===== config.mk =====
export PLATFORM = sky130hd
export DESIGN_NAME = phro_cfg
export DESIGN_NICKNAME = d
export VERILOG_FILES = /design/src/hw/rtl/phro_pkg.sv /design/src/hw/rtl/phro_cfg.sv
export SDC_FILE = /design/constraint.sdc
export NUM_CORES = 1
export LEC_CHECK = 0
export ABC_AREA = 0
export BUFFER_PORTS_ARGS = -buffer_cell sky130_fd_sc_hd__buf_2
export CORE_MARGIN = 4
export CORE_UTILIZATION = 60
export DETAILED_ROUTE_END_ITERATION = 12
export GPL_TIMING_DRIVEN = 0
export PLACE_DENSITY = 0.82
export SLEW_MARGIN = 0
export SYNTH_ARGS = -nofsm -noshare
export SYNTH_HDL_FRONTEND = slang
export SYNTH_SLANG_ARGS = --single-unit

===== constraint.sdc =====
create_clock -name clk -period 10.9 [get_ports clk]
set_input_delay 2.725 -clock clk [delete_from_list [all_inputs] [get_ports clk]]
set_output_delay 2.725 -clock clk [all_outputs]
set_load 0.02 [all_outputs]

===== src/hw/rtl/phro_pkg.sv =====
`default_nettype none

package phro_pkg;

  localparam int FRAC_BITS_DEF = 16;
  localparam int NUM_AXES      = 3;
  localparam int HASH_DEPTH    = 15;
  localparam int CFG_IDX_W     = 3;
  localparam int XS_SHIFT      = 16;
  localparam int MIX_SHIFT     = 8;

  localparam logic [31:0] LCG_MUL = 32'd1664525;
  localparam logic [31:0] LCG_ADD = 32'd1013904223;
  localparam logic [31:0] MIX_MUL = 32'd1103515245;

  localparam logic [CFG_IDX_W-1:0] REG_MIN_X = 3'd0;
  localparam logic [CFG_IDX_W-1:0] REG_MIN_Y = 3'd1;
  localparam logic [CFG_IDX_W-1:0] REG_MIN_Z = 3'd2;
  localparam logic [CFG_IDX_W-1:0] REG_MAX_X = 3'd3;
  localparam logic [CFG_IDX_W-1:0] REG_MAX_Y = 3'd4;
  localparam logic [CFG_IDX_W-1:0] REG_MAX_Z = 3'd5;

  localparam logic signed [31:0] MIN_RESET = 32'sd0;
  localparam logic signed [31:0] MAX_RESET = 32'sd65536;

  typedef logic [NUM_AXES-1:0][31:0] vec3_t;

  typedef struct packed {
    logic signed [31:0] lo;
    logic               neg;
    logic [32:0]        mag;
  } axis_cfg_t;

  typedef struct packed {
    logic [31:0] a;
    logic [31:0] b;
    logic [31:0] c;
    vec3_t       pos;
  } hash_stage_t;

  typedef struct packed {
    logic  valid;
    vec3_t h;
    vec3_t pos;
  } hash_out_t;

  function automatic logic [31:0] mul32(input logic [31:0] x, input logic [31:0] y);
    logic [63:0] p;
    p = 64'(x) * 64'(y);
    return p[31:0];
  endfunction

  function automatic logic [31:0] xsh32(input logic [31:0] v);
    return v ^ (v >> XS_SHIFT);
  endfunction

  function automatic logic [31:0] mix32(input logic [31:0] v);
    return mul32((v >> MIX_SHIFT) ^ v, MIX_MUL);
  endfunction

endpackage

`default_nettype wire


===== src/hw/rtl/phro_cfg.sv =====
`default_nettype none

module phro_cfg (
  input  wire logic                           clk,
  input  wire logic                           rst,
  input  wire logic                           cfg_valid,
  output logic                                cfg_ready,
  input  wire logic [phro_pkg::CFG_IDX_W-1:0] cfg_index,
  input  wire logic [31:0]                    cfg_data,
  output phro_pkg::axis_cfg_t [phro_pkg::NUM_AXES-1:0] axis_cfg
);
  import phro_pkg::*;

  logic [NUM_AXES-1:0][31:0] min_val;
  logic [NUM_AXES-1:0][31:0] max_val;
  logic [NUM_AXES-1:0][32:0] diff;
  logic [NUM_AXES-1:0][32:0] mag_next;

  assign cfg_ready = 1'b1;

  always_ff @(posedge clk) begin
    if (rst) begin
      for (int i = 0; i < NUM_AXES; i++) begin
        min_val[i] <= MIN_RESET;
        max_val[i] <= MAX_RESET;
      end
    end else if (cfg_valid && cfg_ready) begin
      unique case (cfg_index)
        REG_MIN_X: min_val[0] <= cfg_data;
        REG_MIN_Y: min_val[1] <= cfg_data;
        REG_MIN_Z: min_val[2] <= cfg_data;
        REG_MAX_X: max_val[0] <= cfg_data;
        REG_MAX_Y: max_val[1] <= cfg_data;
        REG_MAX_Z: max_val[2] <= cfg_data;
        default: begin
        end
      endcase
    end
  end

  always_comb begin
    for (int i = 0; i < NUM_AXES; i++) begin
      diff[i]     = {max_val[i][31], max_val[i]} - {min_val[i][31], min_val[i]};
      mag_next[i] = diff[i][32] ? (33'd0 - diff[i]) : diff[i];
    end
  end

  always_ff @(posedge clk) begin
    for (int i = 0; i < NUM_AXES; i++) begin
      axis_cfg[i].lo  <= min_val[i];
      axis_cfg[i].neg <= diff[i][32];
      axis_cfg[i].mag <= mag_next[i];
    end
  end

endmodule

`default_nettype wire


=== After elaboration in Yosys (flattened, before gate mapping) ===
Cells that the tools add are included.

* Bits in registers: 390
* Bits of input ports: 38
* Output and inout port bits: 199
* Word-level logic and storage cells: 39

* $add $sub $neg: 6
* Eq/ne operators: 5
* Muxes and demuxes: 3
* Reduce and logical (&&, ||, !) cells: 7

{| class="wikitable"
|+ Operators by type and width
! cell !! count
|-
| $sub 1x33->33 const A || 3
|-
| $sub 32x32->33 || 3
|-
| $mux 32 || 3
|-
| $reduce_and 2->1 || 6
|-
| $eq 3x2->1 const B || 2
|-
| $eq 3x3->1 const B || 2
|-
| $eq 3x1->1 const B || 1
|-
| $logic_not 3->1 || 1
|}

=== Logic depth before layout (Yosys ltp) ===
Gate-level depths: netlist of the first run.

* Word-level depth: 3
* Depth in mapped cells: 16
* Mapped depth without buffers: 15

=== Worst setup path before layout of the first run ===
Ideal clock, no wire load.

* Kind: input to register
* Start: input cfg_index[0] (netlist bit)
* End: register max_val[67] (netlist bit)
* Setup time: 0.070 ns
* Data arrival time: 3.836 ns
* Required time: 10.830 ns
* Slack: 6.993 ns
* Stages: 5
* Path buffers: 2
* Path through: clkbuf_1 nor3b_1 clkbuf_1 nand2_1 a21oi_1

* Cells in the longest elaborated chain, start to end: 2

{| class="wikitable"
|+ RTL lines
! item !! line !! RTL
|-
| start: declaration || phro_cfg.sv:8 || <nowiki>input wire logic [phro_pkg::CFG_IDX_W-1:0] cfg_index,</nowiki>
|-
| $eq 3x3->1 || phro_cfg.sv:28 || <nowiki>unique case (cfg_index)</nowiki>
|-
| $reduce_and 2->1 (no source line) || n/a ||
|-
| end: declaration || phro_cfg.sv:15 || <nowiki>logic [NUM_AXES-1:0][31:0] max_val;</nowiki>
|}

No other way between the ends.
A chain may end at the register's enable or synchronous reset.

==> out/results.txt, run 1 <==
Post-CTS setup buffers = 0
Rows = 63
Total Wirelength = 53300 um
Vias in the first global route = 16300
Final setup TNS = 0 ps
Fin area = 0.0215 mm2
Largest net degree at the start of global routing = 15
Overall power = 4300 uW
GRT Total Usage = 0.309
Root Buffer = clkbuf_16
Die width = 183 um
Antenna violations before repair = 3
Synth Register Bits = 390
Final setup violation count = 0
Total core area = 0.0300 mm2
Number of flops mapped to enable cells by yosys = 0
Buf+Inv Stages, Crit Path = 2
IO Port Bufs = 233
Arrival @ worst endpoint = 5140 ps
Critical Path RT = 11340 ps
First-pass GRT wire length = 85100 um
Worst-path maximum fanout = 10
DRT Pass-1 Iters = 5
Non-Filler Instances = 2969
Top cells by area, synth = dfxtp_1 (42%), nand2_1 (10%), a21oi_1 (8.6%)
Cell area after synthesis = 0.0184 mm2
Delay-heaviest family, CP = compound AO/OA/AOI/OAI gates
Hold Crit Class = reg2reg
Total CTS buffers = 40
Routability cong. = 0.924
H-tree levels = 2
Post-synth top area share = 0.423
Min Clock Period, post-route = 4700 ps
Asr flop ratio synth = 0
Remaining DRCs = 0
Area leader, netlist = dfxtp_1
CP Capture Type = register
PwrDens = 200 mW/mm2
Register area share after synthesis = 0.423
Ys flop type = dfxtp_1
Syn Nets = 2416
Maximum vdd drop = 0.000182 V
Max-slew violation count = 0
Ratio of cells with drive above 1 in the final layout = 0.128
Synth-to-Final Area Change = 16.3%
Final Hold Viols = 0
Clock skew = 9.53 ps
Synth Area per Inst = 8.11 um2
CTS resizes = 0
Grt ovf = 0
Total number of yosys warnings = 0
Die Footprint = 0.0336 mm2
WL/cell = 18.0 um
Setup Crit Path Kind = reg2reg
Placed Cells incl. Taps = 2899
Hold Worst Slack = 365 ps
Worst-Margin Slew = 980 ps
Vias per inst = 5.75
Final nets = 2691
CTS clk-pin slew, worst paths = 60 ps
Routed vias = 17100
Slowest cell delay on critical path = 600 ps
Hold buffer count at CTS = 0
Clk sink count = 390
Distinct cell type count after synthesis = 84
CTS tree = done
Fmax = 213 MHz
Die H = 183 um
Detailed Place HPWL = 41200 um
Clk_lat worst skew = 530 ps
RSZ-0062 raised after global routing = no
Crit path max-delay cell type = a2111oi_2
Worst path cell trace = inv_1, ha_1, fa_1, nand2b_1, a21oi_1, o31ai_2, a211o_1, a2111oi_2, o211ai_1, a21boi_0, o21ai_1, a31oi_2, clkbuf_1, nor2_1, xnor2_1
Status = complete, no violations
Starting Density = 0.616
ANT nets after route = 0
Max-cap violations = 0
CP Launch Type = register
Placed cell area = 0.0201 mm2
Top-Level Pins = 237
Initial drt markers = 1274
Pleak = 0.00900 uW
Rel. slew slack = 0.342
Cells after Synth = 2276
Period utilization = 0.431
CTS max path bufs = 3
-- placed cells by master (no fill, tap or decap), types with 26 or more instances in the layout --
cell type / Yosys / final
xor2_1: 68 / 68
inv_1: 132 / 132
xnor2_1: 98 / 98
o21ai_0: 90 / 90
nand2_1: 498 / 498
clkbuf_1: 98 / 104
clkbuf_16: 0 / 41
a21oi_1: 316 / 316
buf_2: 5 / 238
nor2_1: 100 / 100
nand3_1: 31 / 31
ha_1: 99 / 99
dfxtp_1: 390 / 390
nand4_1: 26 / 26
nor3_1: 29 / 29
-- cell usage after synthesis (all sizes together) (14+ instances only) --
| library cell | number |
|---|---|
| nand2 | 498 |
| dfxtp | 390 |
| a21oi | 317 |
| inv | 133 |
| nor2 | 100 |
| ha | 99 |
| clkbuf | 98 |
| xnor2 | 98 |
| o21ai | 94 |
| xor2 | 68 |
| nor3 | 32 |
| nand3 | 31 |
| nand4 | 26 |
| o31ai | 21 |
| o21a | 20 |
| a21o | 19 |
| and3 | 15 |
| a31oi | 14 |
-- path summary, 6_finish.rpt --
| path | start | end | slack (ps) | cells past startpoint |
|---|---|---|---|---|
| max | max_val[64] | axis_cfg[156] | 6200 | 15 |
| min | min_val[48] | axis_cfg[116] | 360 | 0 |
| max reg2reg | max_val[64] | axis_cfg[156] | 6200 | 15 |
| min reg2reg | min_val[48] | axis_cfg[116] | 360 | 0 |
-- routing by layer --
| layer | global-route usage | vias to the layer above | routed length, um |
|---|---|---|---|
| met2 | 0.521 | 681 | 24800 |
| li1 | - | 8286 | - |
| met5 | 0 | - | 22 |
| met3 | 0.0401 | 103 | 4160 |
| met4 | 0.0948 | 4 | 1590 |
| met1 | 0.416 | 7997 | 22800 |
-- registers in the layout, indices dropped and copies added (netlist names) --
name / count
axis_cfg: 198
max_val: 96
min_val: 96
-- metrics by stage --
| step | util | setup WS, ps |
|---|---|---|
| after CTS | 0.716 | 6360 |
| after global routing | 0.716 | 6000 |
| after floorplan | - | 6990 |
| after detailed placement | 0.671 | 6280 |
| after global placement | 0.671 | 6320 |
| final | 0.716 | 6200 |
-- power by group --
group | total (uW) | internal, uW | switching [uW]
clock network | 1400 | 841 | 558
registers | 1680 | 1620 | 54.4
logic | 1220 | 431 | 789
total | 4300 | 2890 | 1400
-- area by class of cell --
type / count / area, um2
Antenna cell: 1 / 2.50
Buffer: 107 / 427
Clock buffer: 59 / 1210
Clock inverter: 10 / 139
Fill cell: 2390 / 8500
Inverter: 133 / 499
Multi-Input combinational cell: 1646 / 9720
Sequential cell: 390 / 7810
Tap cell: 390 / 488
Timing Repair Buffer: 233 / 1170
-- cells by family after synthesis --
group,Yosys count,share of synthesized area
simple gates,791,0.188
flops,390,0.423
buf+inv,240,0.0502
mux,3,0.00163
compound gates,583,0.188
other cells,1,0.000203
fa+ha+maj,102,0.0704
xor+xnor,166,0.0788
-- worst reg2reg max path, cell delays in order (launching register included) --
cell	delay (ps)
dfxtp_1	350
inv_1	80
ha_1	220
fa_1	410
nand2b_1	190
a21oi_1	290
o31ai_2	160
a211o_1	360
a2111oi_2	600
o211ai_1	180
a21boi_0	260
o21ai_1	130
a31oi_2	510
clkbuf_1	530
nor2_1	140
xnor2_1	220
(Power assumes the default switching activity.)
==> run 2, diff against run 1 <==
- ABC_AREA: 0 -> 1
- PLACE_DENSITY: 0.82 -> 0.81
- clock period: 10.9 -> 4.65 ns (I/O delays scaled with it)
==> run 2 against run 1 <==
Against the previous run:
- critical path depth increased by 4
- combinational power increased to 3.6 times the previous value
- clock power increased to 2.5 times the previous value
- final cell count increased by 41%
- maximum frequency increased by 46%
- first-iteration DRC count increased by 48%
- die area increased by 18%
- non-clock buffer count decreased by 35
- sequential share of layout area decreased by 5.3 points
- global-route usage increased by 3.1 points
- sequential power increased by 140%
- synthesized cell count increased by 50%
- largest power group is now combinational cells
==> out/results.txt, run 2 <==
Status = complete, no violations
Non-Filler Instances = 4191 (+41%)
Remaining DRCs = 0 (unchanged)
Register area share after synthesis = 0.357 (-0.0662)
ANT nets after route = 0 (unchanged)
Routed vias = 22500 (+32%)
Setup Crit Path Kind = reg2reg
Switching power share of the total = 0.389 (+0.0623)
Synth Area in Adders = 0.0594 (-0.0110)
Final Hold Viols = 0 (unchanged)
Critical Path RT = 5170 ps (-6170 ps)
Total number of yosys warnings = 0 (unchanged)
Root Buffer = clkbuf_16
Asr flop ratio synth = 0 (unchanged)
Synth Register Bits = 390 (unchanged)
Sequential share of power = 0.336 (-0.054)
Distinct cell type count after synthesis = 39 (-54%)
Most common cell after layout, fill and taps aside = nand2_1
Worst-path maximum fanout = 3 (-7)
Top-Level Pins = 237 (unchanged)
Starting Density = 0.612 (-0.00396)
Min Clock Period, post-route = 3230 ps (-1470 ps)
Detailed Place HPWL = 55400 um (+34%)
Initial drt markers = 1887 (+48%)
Final nets = 3838 (+43%)
Fillcell total = 3162 (+32%)
Post-synthesis simple-gate area fraction = 0.351 (+0.163)
Syn Nets = 3560 (+47%)
Top cells by area, synth = dfxtp_1 (36%), nand2_1 (18%), inv_1 (9.6%)
Cell area after synthesis = 0.0219 mm2 (+19%)
Storage element area = 0.00781 mm2 (unchanged)
WL/cell = 16.5 um (-8.3%)
CTS tree = done
Int Pwr = 7330 uW (+150%)
Top cells by count, synth = nand2_1 (1050), inv_1 (559), nor2_1 (395)
GRT Total Usage = 0.340 (+0.0306)
Period utilization = 0.695 (+0.263)
Multi-input logic area = 0.0116 mm2 (+19%)
Main combinational cell family by area after synthesis = simple AND/OR/NAND/NOR gates
First-pass GRT wire length = 107000 um (+26%)
Clk_lat worst skew = 580 ps (+50 ps)
CTS max path bufs = 3 (unchanged)
Comb pwr share = 0.368 (+0.084)
RSZ-0062 raised after global routing = no
Post-synth top area share = 0.357 (-0.0662)
Rows = 69 (+9.5%)
Top-count cell post-synth = nand2_1
CP Capture Type = register
WHS Path Cells = 0 (unchanged)
Synth-to-Final Area Change = 14.7%
Ratio of cells with drive above 1 in the final layout = 0.114 (-0.0135)
Post-CTS setup buffers = 0 (unchanged)
Grt ovf = 0 (unchanged)
CTS resizes = 0 (unchanged)
Die width = 199 um (+8.5%)
Max reg flops = 198 (unchanged)
Die Footprint = 0.0396 mm2 (+18%)
H-tree levels = 2 (unchanged)
Total CTS buffers = 41 (+2.5%)
Reg2Reg Depth = 19 (+4)
XOR/XNOR share of the synthesized area = 0.0280 (-0.0508)
Placed cell area = 0.0236 mm2 (+18%)
Cells after Synth = 3420 (+50%)
Max-cap violations = 0 (unchanged)
Max-slew violation count = 0 (unchanged)
CTS clk-pin slew, worst paths = 60 ps (about the same)
Synth Area per Inst = 6.40 um2 (-21%)
Hold Worst Slack = 351 ps (-14.0 ps)
Multiplexer share of the synthesized area = 0 (-0.00163)
Die H = 199 um (+8.5%)
IO Port Bufs = 235 (+0.86%)
Clock skew = 15.0 ps (+5.52 ps)
Fin area = 0.0251 mm2 (+17%)
Arrival @ worst endpoint = 3750 ps (-1390 ps)
Pleak = 0.0140 uW (+55%)
Hold buffer count at CTS = 0 (unchanged)
Rel. slew slack = 0.470 (+0.128)
Hold Crit Class = reg2reg
Vias per inst = 5.37 (-6.6%)
Maximum vdd drop = 0.000437 V (+140%)
Total Wirelength = 69000 um (+29%)
PwrDens = 478 mW/mm2 (+140%)
Commonest cells after routing, fill and taps aside = nand2_1 (1050), inv_1 (559), nor2_1 (395), dfxtp_1 (390), buf_2 (239)
Fmax = 310 MHz (+46%)
Reg with most FFs = axis_cfg
Ys flop type = dfxtp_1
Placed Cells incl. Taps = 4116 (+42%)
CP Launch Type = register
Final setup TNS = 0 ps (unchanged)
NetSw = 4660 uW (+230%)
Antenna violations before repair = 1 (-2)
Clk sink count = 390 (unchanged)
Area leader, netlist = dfxtp_1
DRT Pass-1 Iters = 8 (+3)
Largest net degree at the start of global routing = 15 (unchanged)
Worst-Margin Slew = 795 ps (-185 ps)
Routability cong. = 0.976 (+5.6%)
Largest regs = axis_cfg (198), max_val (96), min_val (96)
Compound-Gate Fraction of Synth Area = 0.0918 (-0.0963)
Antenna cells = 0 (-1)
Total core area = 0.0357 mm2 (+19%)
Vias in the first global route = 20900 (+28%)
Power share of the clock group = 0.296 (-0.030)
Number of flops mapped to enable cells by yosys = 0 (unchanged)
Final setup violation count = 0 (unchanged)
run 2: cell count changes in the layout (fill, tap and decap cells not counted), moves of 42 or more:
| cell | delta |
|---|---|
| a21oi_1 | -152 |
| inv_1 | +427 |
| nand3_1 | +185 |
| o21ai_0 | +114 |
| nand2_2 | +42 |
| xnor2_1 | -80 |
| nor2_1 | +295 |
| nand2_1 | +552 |
run 2: cells by family after synthesis:
| family | Yosys count |
|---|---|
| AO/OA/AOI/OAI | 389 |
| XOR/XNOR | 70 |
| adder cells (fa/ha/maj) | 102 |
| buffers and inverters | 642 |
| flip-flops | 390 |
| other | 1 |
| AND/OR/NAND/NOR | 1826 |
run 2: cell type report:
| type | instances | share of cell area |
|---|---|---|
| Buffer | 70 | 0.0128 |
| Clock buffer | 56 | 0.0467 |
| Clock inverter | 19 | 0.0115 |
| Inverter | 572 | 0.0857 |
| Multi-Input combinational cell | 2388 | 0.462 |
| Sequential cell | 390 | 0.311 |
| Tap cell | 461 | 0.0230 |
| Timing Repair Buffer | 235 | 0.0469 |
run 2: worst paths after layout:
path                                   from            end  slack (ps)
worst max-delay path             min_val[0]   axis_cfg[31]        1420
worst min-delay path            min_val[58]  axis_cfg[126]         350
worst max register to register   min_val[0]   axis_cfg[31]        1420
worst min register to register  min_val[58]  axis_cfg[126]         350
run 2: power by group through the flow:
stage               Clock (uW)  Combinational, uW  Sequential, uW
floorplan                    0               2490            4650
global placement             0               4260            4070
detailed placement           0               4330            4080
CTS                       3560               4370            4020
global route              3700               4880            4060
finish                    3550               4410            4020
run 2: critical path, stage by stage (launching register included):
cell	delay, ps
dfxtp_1	370
ha_1	280
fa_1	410
inv_1	130
nand2_1	100
nand2_1	120
nand3_1	110
nand2_1	190
nand2_1	100
nand2_1	210
nand2_1	80
nand2_1	100
inv_2	80
nor2_1	160
inv_1	80
nor2_2	240
nand3_1	150
nand2_1	110
nand3_1	80
nand2_1	70
run 2: per-layer routing:
| layer | GRT usage | share of wire | vias to the layer above |
|---|---|---|---|
| li1 | - | - | 11100 |
| met1 | 0.462 | 0.43 | 10300 |
| met2 | 0.539 | 0.44 | 946 |
| met3 | 0.0644 | 0.093 | 162 |
| met4 | 0.128 | 0.037 | 2 |
| met5 | 0 | 0.00019 | - |
run 2: per-stage QoR:
step                 util  worst slack, ps  power [uW]
detailed placement  0.661             1530        8410
CTS                 0.702             1510       12000
global route        0.702             1140       12600
finish              0.702             1420       12000
global placement    0.661             1660        8330
floorplan               -             2180        7140
